[src/spd_pkg.sv]
// ----------------------------------------------------------------------------
// Spectral peak detector package
// Shared types and constants for the divider handshake, register codes and status codes.
// ----------------------------------------------------------------------------
package spd_pkg;

	localparam int DIV_NW = 49;
	localparam int DIV_DW = 34;

	typedef struct packed {
		logic              start;
		logic [DIV_NW-1:0] num;
		logic [DIV_DW-1:0] den;
	} spd_div_req_t;

	typedef struct packed {
		logic              done;
		logic [DIV_NW-1:0] quot;
	} spd_div_rsp_t;

	typedef enum logic [2:0] {
		CFG_THRESHOLD = 3'd0,
		CFG_INTERP    = 3'd1,
		CFG_SORT      = 3'd2,
		CFG_MAX_PEAKS = 3'd3,
		CFG_START     = 3'd4,
		CFG_LIMIT     = 3'd5,
		CFG_SCALE     = 3'd6
	} cfg_index_t;

	typedef enum logic [1:0] {
		ST_OK        = 2'd0,
		ST_SHORT     = 2'd1,
		ST_BAD_START = 2'd2
	} status_t;

endpackage

[src/spd_div.sv]
// ----------------------------------------------------------------------------
// Spectral peak detector divider
// Restoring unsigned divider that retires one quotient bit per cycle.
// ----------------------------------------------------------------------------
module spd_div
	import spd_pkg::*;
(
	input  logic         clk,
	input  logic         arst_n,
	input  spd_div_req_t req,
	output spd_div_rsp_t rsp
);

	localparam int CNTW = $clog2(DIV_NW + 1);

	logic              busy_q;
	logic              done_q;
	logic [CNTW-1:0]   cnt_q;
	logic [DIV_DW-1:0] rem_q;
	logic [DIV_NW-1:0] quo_q;
	logic [DIV_DW-1:0] den_q;
	logic [DIV_DW:0]   shifted;
	logic [DIV_DW+1:0] trial;

	assign shifted = {rem_q, quo_q[DIV_NW-1]};
	assign trial   = {1'b0, shifted} - {2'b00, den_q};

	always_ff @(posedge clk or negedge arst_n) begin
		if (!arst_n) begin
			busy_q <= 1'b0;
			done_q <= 1'b0;
			cnt_q  <= '0;
			rem_q  <= '0;
			quo_q  <= '0;
			den_q  <= '0;
		end else begin
			done_q <= 1'b0;
			if (req.start) begin
				busy_q <= 1'b1;
				cnt_q  <= CNTW'(DIV_NW);
				rem_q  <= '0;
				quo_q  <= req.num;
				den_q  <= req.den;
			end else if (busy_q) begin
				if (!trial[DIV_DW+1]) begin
					rem_q <= trial[DIV_DW-1:0];
					quo_q <= {quo_q[DIV_NW-2:0], 1'b1};
				end else begin
					rem_q <= shifted[DIV_DW-1:0];
					quo_q <= {quo_q[DIV_NW-2:0], 1'b0};
				end
				cnt_q <= cnt_q - CNTW'(1);
				if (cnt_q == CNTW'(1)) begin
					busy_q <= 1'b0;
					done_q <= 1'b1;
				end
			end
		end
	end

	assign rsp.done = done_q;
	assign rsp.quot = quo_q;

endmodule

[config.mk]
export PLATFORM = sky130hd
export DESIGN_NAME = spd_div
export DESIGN_NICKNAME = d
export VERILOG_FILES = /design/src/spd_pkg.sv /design/src/spd_div.sv
export SDC_FILE = /design/constraint.sdc
export NUM_CORES = 1
export LEC_CHECK = 0
export BUFFER_PORTS_ARGS = -buffer_cell sky130_fd_sc_hd__buf_2
export CAP_MARGIN = 20
export CORE_MARGIN = 5
export CORE_UTILIZATION = 51
export DETAILED_ROUTE_END_ITERATION = 10
export PLACE_DENSITY = 0.89
export SYNTH_ARGS = -nofsm -noshare
export SYNTH_HDL_FRONTEND = slang
export SYNTH_SLANG_ARGS = --single-unit
[constraint.sdc]
create_clock -name clk -period 2.5 [get_ports clk]
set_input_delay 0 -clock clk [delete_from_list [all_inputs] [get_ports clk]]
set_output_delay 0 -clock clk [all_outputs]
set_load 0.01 [all_outputs]
; Yosys cells after proc, flatten, opt, wreduce, memory -nomap -nowiden
; Index checks and enable logic that the tools add are counted.
[word_totals]
word_cells = 24
register_bits = 125
out_inout_bits = 50
[classes]
eq_ne = 1
n_reduce_logical = 1
add_sub_neg = 2
muxes = 14
[ops]
columns = cell, n
row1 = $mux 34, 3
row2 = $mux 49, 2
row3 = $sub 35x34->36, 1
row4 = $mux 6, 2
row5 = $mux 1, 7
row6 = $eq 6x1->1 const B, 1
row7 = $sub 6x1->6 const B, 1
row8 = $reduce_bool 2->1, 1

; Depth between registers and ports, before layout
; Gate-level depths: netlist of the first run.
[logic_depth]
word_depth = 4
mapped_depth = 13
ltp_nobuf = 12

; Worst setup path before layout of the first run
; OpenSTA, ideal clock, no wires.
[synth_timing]
path_kind = reg-to-reg
from = register quo_q[48]
to = register rem_q[32]
path_slack_ns = -0.290
arrival_time_ns = 2.664
period_less_slack_ns = 2.790
setup_ns = 0.126
stages_incl_launch_ff = 13
cell_sequence = dfrtp_1 -> inv_1 -> ha_1 -> fa_1 -> nand2b_1 -> a21oi_1 -> o21ai_1 -> o31a_1 -> a21boi_2 -> nor3_1 -> o41ai_1 -> xnor2_1 -> o21ai_1
[synth_via]
elab_chain_len = 4
[synth_rtl]
columns = element, line
row1 = start: declaration, spd_div.sv:20  ; logic [DIV_NW-1:0] quo_q;
row2 = start signal: assignment, spd_div.sv:42  ; quo_q <= req.num;
row3 = start signal: assignment, spd_div.sv:47  ; quo_q <= {quo_q[DIV_NW-2:0], 1'b1};
row4 = start signal: assignment, spd_div.sv:50  ; quo_q <= {quo_q[DIV_NW-2:0], 1'b0};
row5 = $sub 35x34->36, spd_div.sv:26  ; assign trial = {1'b0, shifted} - {2'b00, den_q};
row6 = $mux 34, spd_div.sv:45  ; if (!trial[DIV_DW+1]) begin
row7 = $mux 34, spd_div.sv:44  ; end else if (busy_q) begin
row8 = $mux 34, spd_div.sv:38  ; if (req.start) begin
row9 = end signal: assignment, spd_div.sv:46  ; rem_q <= trial[DIV_DW-1:0];
row10 = end signal: assignment, spd_div.sv:49  ; rem_q <= shifted[DIV_DW-1:0];
row11 = end: declaration, spd_div.sv:19  ; logic [DIV_DW-1:0] rem_q;
; Every way passes these cells. The select of a mux whose other input is x is not followed.
; A chain may end at the register's enable or synchronous reset.

; Final worst setup path of the first run
[layout_timing]
from = register rem_q[0]
to = register rem_q[5]
[layout_via]
elab_chain_len = 4
[layout_rtl]
columns = element, line
row1 = $sub 35x34->36, spd_div.sv:26
row2 = $mux 34, spd_div.sv:45
row3 = $mux 34, spd_div.sv:44
row4 = $mux 34, spd_div.sv:38
; Every way passes these cells. The select of a mux whose other input is x is not followed.

==> results of run 1 <==
-- how the worst min path moves through the flow --
stage	cells after the start	end	startpoint	slack, ns
3_3_place_gp	1	den_q[5]	arst_n	0.05
4_1_cts	2	cnt_q[2]	req[83]	0.02
3_5_place_dp	1	den_q[6]	arst_n	0.05
6_report	2	cnt_q[2]	req[83]	0.03
2_1_floorplan	0	busy_q	arst_n	-0.30
5_1_grt	2	cnt_q[3]	req[83]	0.05
-- sequential cells by signal, summed over array words and instances (netlist names) --
register / cells
done_q: 1
cnt_q: 6
den_q: 34
rem_q: 34
quo_q: 49
busy_q: 1
-- power breakdown --
group          internal (mW)  total [mW]  switching [mW]
Sequential              2.38        2.71           0.334
Combinational           2.66        5.61            2.96
Clock                   1.62        2.57           0.944
Total                   6.66        10.9            4.23
-- final cells by class --
class,instances,area share
Clock buffer,19,0.0414
Multi-Input combinational cell,632,0.397
Tap cell,184,0.0211
Clock inverter,13,0.0149
Inverter,46,0.0158
Timing Repair Buffer,324,0.223
Sequential cell,125,0.287
-- cells by family after synthesis --
kind of cell             Yosys count  synth area share
AO/OA/AOI/OAI                    240             0.203
flip-flops                       125             0.421
multiplexers                      51            0.0689
XOR/XNOR                          25            0.0295
AND/OR/NAND/NOR                  279             0.161
buffers and inverters            100            0.0530
adder cells (fa/ha/maj)           37            0.0633
-- synthesized netlist by cell type (7+ instances only) --
| cell | count |
|---|---|
| a21o_1 | 10 |
| a21oi_1 | 36 |
| a311oi_1 | 23 |
| a31oi_1 | 9 |
| buf_1 | 7 |
| buf_2 | 8 |
| clkbuf_1 | 36 |
| dfrtp_1 | 125 |
| ha_1 | 36 |
| inv_1 | 46 |
| mux2i_1 | 50 |
| nand2_1 | 153 |
| nand3_1 | 15 |
| nor2_1 | 59 |
| nor2b_1 | 7 |
| nor3_1 | 10 |
| o21ai_0 | 107 |
| xnor2_1 | 16 |
| xor2_1 | 9 |
-- per-stage QoR --
stage | power, mW | instances | instance area, sq um | util
finish | 10.9 | 1343 | 10900 | 0.758
global route | 11.4 | 1343 | 10900 | 0.758
CTS | 9.98 | 1333 | 10600 | 0.734
detailed placement | 7.01 | 1215 | 8920 | 0.618
global placement | 6.89 | 1215 | 8920 | 0.618
floorplan | 5.38 | 857 | 7480 | -
-- worst register-to-register path, stage by stage, from the launching register on --
cell and delay (ns):
dfrtp_1 0.40, ha_1 0.31, nor2b_4 0.13, o31a_1 0.28
a31oi_2 0.19, buf_4 0.16, a21oi_4 0.06, o21ai_4 0.18
o211ai_4 0.12, o21ai_4 0.23, buf_6 0.17, buf_8 0.14
nand2_1 0.09, a311oi_2 0.34
-- routing by layer --
metal / up-vias / part of all wire / track usage
met5: - / 0 / 0
met4: 0 / 0.030 / 0.111
met3: 85 / 0.073 / 0.0492
met2: 425 / 0.49 / 0.442
met1: 3750 / 0.40 / 0.332
li1: 3595 / - / -
-- timing repair --
action,4_1_cts,5_1_grt
hold buffers,84,0
cloned,0,4
setup endpoints to repair,34,35
gates resized for setup,36,41
pin swaps,17,24
hold endpoints to repair,127,0
buffers inserted,2,6
==> flow_summary.json, run 1 <==
{
  "gp_congestion": 0.950,
  "cellPowerDensity_nw_per_um2": 997,
  "max_slew_margin": 0.550,
  "dr.pass1.iters": 5,
  "ys_seq_area_frac": 0.421,
  "syn_nets": 980,
  "yosysWarningCount": 0,
  "first_global_vias": 7457,
  "status": "finished with violations",
  "numClockSinks": 125,
  "dieArea_sq_um": 17100,
  "ff_latch_area_sq_um": 3130,
  "ys_ff_latch": 125,
  "startpoint": "rem_q[0]",
  "syn_to_final_growth_pct": 47.0,
  "arrival_ns": 3.23,
  "power.leakage_nw": 5.54,
  "die_y_um": 131,
  "synth_area_sq_um": 7430,
  "crit_chain": "ha_1, nor2b_4, o31a_1, a31oi_2, buf_4, a21oi_4, o21ai_4, o211ai_4, o21ai_4, buf_6, buf_8, nand2_1, a311oi_2",
  "rsz0062_at_grt": "true",
  "drtIter0Drc": 746,
  "grt_overflow": 0,
  "htree_levels": 4,
  "grtUsageTotal": 0.262,
  "rows": 44,
  "avgViaCountPerCell": 5.85,
  "core-area_sq_um": 14400,
  "ir_worst_vdd_mv": 0.783,
  "cp-start-kind": "register",
  "fmax_mhz": 342,
  "fp.dieW_um": 131,
  "clkSlewWorstSetupHoldPaths_ns": 0.06,
  "synth_edf_count": 0,
  "ff2ff_setup_slack_ns": -0.42,
  "dp_slack_ns": -0.279,
  "crit_fanout": 7,
  "worstMarginPinSlew_ns": 0.676,
  "route.antenna.remaining_nets": 0,
  "drive_above_1_share": 0.299,
  "setup_viol": 35,
  "ys_async_sr_fraction": 1.00,
  "diodes": 0,
  "drc": 0,
  "cts_tree": "built",
  "initial_core_util": 0.515,
  "final_common_cell": "nand2_1",
  "nFillCells": 877,
  "setup_slack_ns": -0.422,
  "grt_max_degree": 116,
  "vias": 7855,
  "cpMaxStageDelayCell": "dfrtp_1",
  "worstReg2RegStart": "rem_q[0]",
  "multi_input_area_sq_um": 4340,
  "hold_violations": 0,
  "critPathTopFamily": "compound AO/OA/AOI/OAI gates",
  "clockBufferDepth": 2,
  "maxCapViolCount": 0,
  "post-dp-hpwl_um": 13700,
  "post-route-period-util": 1.17,
  "layout_common_cells": "nand2_1 (141), buf_2 (133), dfrtp_1 (124), o21ai_0 (104), buf_4 (94)",
  "synth_cell_types": 63,
  "hold_path.class": "primary input to register",
  "routedWlPerCell_um": 18.7,
  "violations": "setup timing",
  "cts_inserted_buffers": 17,
  "grt_pass1_wl_um": 35700,
  "min_period_ns": 2.92,
  "ios": 136,
  "clock_latency_ns": 0.43,
  "dominantRegCellSynth": "dfrtp_1",
  "timing.rr.end": "rem_q[5]",
  "r2r_cells": 13,
  "cpMostUsedCell": "o21ai_4",
  "required_ns": 2.80,
  "syn_avg_cell_area_sq_um": 8.67,
  "slowest_delay_ns": 0.40,
  "crit_cells": 13,
  "io_buffers": 135,
  "antenna_found_initial": 0,
  "synth.largest_area_cell": "dfrtp_1",
  "fin_nets": 1269,
  "cp-end-kind": "register",
  "netlist_instances": 857,
  "fin_hold_ws_ns": 0.0311,
  "critPathKind": "register to register",
  "fin_skew_ns": 0.0121,
  "path_buf_inv": 3,
  "tns_ns": -8.29,
  "wirelength_um": 25100,
  "yosys.area.top_type_share": 0.421,
  "crit_end": "rem_q[5]",
  "slew_violations": 0,
  "yosys-top-cells-area": "dfrtp_1 (42%), nand2_1 (7.7%), o21ai_0 (7.2%)",
  "cts_root_buf": "clkbuf_16"
}
Note: power is estimated with default switching activity, not from simulation.
==> inputs of run 2 (changes only) <==
--- a/config.mk
+++ b/config.mk
@@ -10,6 +10,7 @@
 export CORE_MARGIN = 5
 export CORE_UTILIZATION = 51
 export DETAILED_ROUTE_END_ITERATION = 10
+export GPL_TIMING_DRIVEN = 0
 export PLACE_DENSITY = 0.89
 export SYNTH_ARGS = -nofsm -noshare
 export SYNTH_HDL_FRONTEND = slang
==> run 2 against run 1 <==
Clock power increased by 4%; maximum frequency shrank 1.2%; the run still ends with setup timing left; critical path depth is 1 lower.
==> flow_summary.json, run 2 (synthesized netlist as in run 1, its figures left out) <==
{
  "status": "finished with violations",
  "violations": "setup timing",
  "setup_viol": 35,
  "syn_to_final_growth_pct": 46.0,
  "nFillCells": 921,
  "crit_fanout": 4,
  "required_ns": 2.82,
  "wirelength_um": 26200,
  "setup_slack_ns": -0.459,
  "die_y_um": 131,
  "final_util": 0.752,
  "largest_reg_flops": 49,
  "grt_overflow": 0,
  "first_global_vias": 7771,
  "gp_congestion": 0.921,
  "fin_nets": 1254,
  "crit_chain": "inv_2, ha_4, fa_2, nand2b_4, a21oi_4, o21ai_4, o31a_1, o211ai_1, a21oi_2, xnor2_1, nand2_1, a311oi_1",
  "cp-start-kind": "register",
  "crit_end": "rem_q[28]",
  "startpoint": "quo_q[48]",
  "rows": 44,
  "r2r_cells": 12,
  "core-area_sq_um": 14400,
  "fin_hold_ws_ns": 0.0507,
  "initial_core_util": 0.515,
  "grt_pass1_wl_um": 38600,
  "ios": 136,
  "io_buffers": 134,
  "drtIter0Drc": 811,
  "slew_violations": 0,
  "clkSlewWorstSetupHoldPaths_ns": 0.06,
  "grt_max_degree": 86,
  "fmax_mhz": 338,
  "dr.pass1.iters": 5,
  "avgViaCountPerCell": 6.07,
  "max_slew_margin": 0.429,
  "min_period_ns": 2.96,
  "post-dp-hpwl_um": 14800,
  "final_common_cell": "nand2_1",
  "drc": 0,
  "numClockSinks": 125,
  "worstMarginPinSlew_ns": 0.856,
  "cts_root_buf": "clkbuf_16",
  "diodes": 0,
  "worstReg2RegStart": "quo_q[48]",
  "routedWlPerCell_um": 19.7,
  "cp-end-kind": "register",
  "cellPowerDensity_nw_per_um2": 998,
  "timing.rr.end": "rem_q[28]",
  "vias": 8054,
  "power.leakage_nw": 5.34,
  "cts_inserted_buffers": 17,
  "top_register": "quo_q",
  "antenna_found_initial": 0,
  "top_regs": "quo_q (49), den_q (34), rem_q (34)",
  "clockBufferDepth": 2,
  "ir_worst_vdd_mv": 0.693,
  "arrival_ns": 3.28,
  "fin_skew_ns": 0.00868,
  "hold_violations": 0,
  "ff_latch_area_sq_um": 3130,
  "dp_slack_ns": -0.523,
  "critPathKind": "register to register",
  "route.antenna.remaining_nets": 0,
  "drive_above_1_share": 0.273,
  "hold_path.class": "primary input to asynchronous set/reset pin",
  "rsz0062_at_grt": "true",
  "grtUsageTotal": 0.287,
  "clock_latency_ns": 0.42,
  "multi_input_area_sq_um": 4520,
  "fp.dieW_um": 131,
  "post-route-period-util": 1.18,
  "maxCapViolCount": 0,
  "ff2ff_setup_slack_ns": -0.46,
  "layout_common_cells": "nand2_1 (139), buf_2 (134), dfrtp_1 (124), o21ai_0 (102), dlygate4sd3_1 (85)",
  "htree_levels": 4,
  "cpMaxStageDelayCell": "dfrtp_1",
  "slowest_delay_ns": 0.39,
  "cts_tree": "built",
  "dieArea_sq_um": 17100
}
## run 2: cell types whose count changed in the layout (fill, tap and decap cells not counted), sizes merged
cell and delta:
dlygate4sd3 +1, clkbuf +32, clkinv -1, buf -48, clkinvlp -2, inv +1
bufinv +1
## run 2: worst max-delay path, delay by kind of cell (launching register included)
family,cells,cell delay (ns)
AND/OR/NAND/NOR,2,0.27
flip-flops,1,0.39
XOR/XNOR,1,0.24
adder cells (fa/ha/maj),2,0.51
AO/OA/AOI/OAI,6,1.41
buffers and inverters,1,0.06
## run 2: final cells by class
class,count,area share
clock inverters,12,0.0171
plain buffers,49,0.0238
multi-input cells,632,0.417
well taps,184,0.0212
repair buffers,260,0.176
flip-flops and latches,125,0.288
clock buffers,19,0.0408
inverters,46,0.0159
## run 2: worst min path at each step
stage	start	to	slack (ns)	cells past startpoint
finish	arst_n	quo_q[41]	0.05	2
global route	req[83]	den_q[8]	0.05	2
CTS	req[83]	den_q[4]	0.05	2
detailed placement	arst_n	quo_q[41]	-0.07	1
global placement	req[11]	den_q[11]	0.21	3
floorplan	arst_n	busy_q	-0.30	0
## run 2: where the power goes
group | total (mW) | leakage (nW) | switching, mW | internal, mW
Combinational | 5.38 | 3.46 | 2.96 | 2.41
Sequential | 2.78 | 1.57 | 0.408 | 2.38
Clock | 2.67 | 0.304 | 0.965 | 1.70
Total | 10.8 | 5.34 | 4.34 | 6.49
## run 2: repair_timing
item / 4_1_cts / 5_1_grt
gates cloned: 3 / 3
resized for setup: 80 / 53
endpoints found under the setup margin: 35 / 35
endpoints found under the hold margin: 208 / 0
buffers inserted: 22 / 12
hold buffers: 85 / 0
pin swaps: 39 / 37
## run 2: routing by layer
metal,up-vias,track usage,part of all wire
li1,3564,-,-
met4,0,0.132,0.047
met3,122,0.0703,0.097
met1,3855,0.345,0.37
met5,-,0,0
met2,513,0.485,0.49
## run 2: metrics by stage
step                instance area (sq um)  cells  power (mW)  TNS, ns
floorplan                            7480    857        5.38   -0.156
global route                        10800   1327        11.3   -12.90
global placement                     8380   1175        6.21   -31.69
finish                              10800   1327        10.8   -10.83
detailed placement                   8420   1176        6.33   -14.05
CTS                                 10400   1313        9.87    -6.77
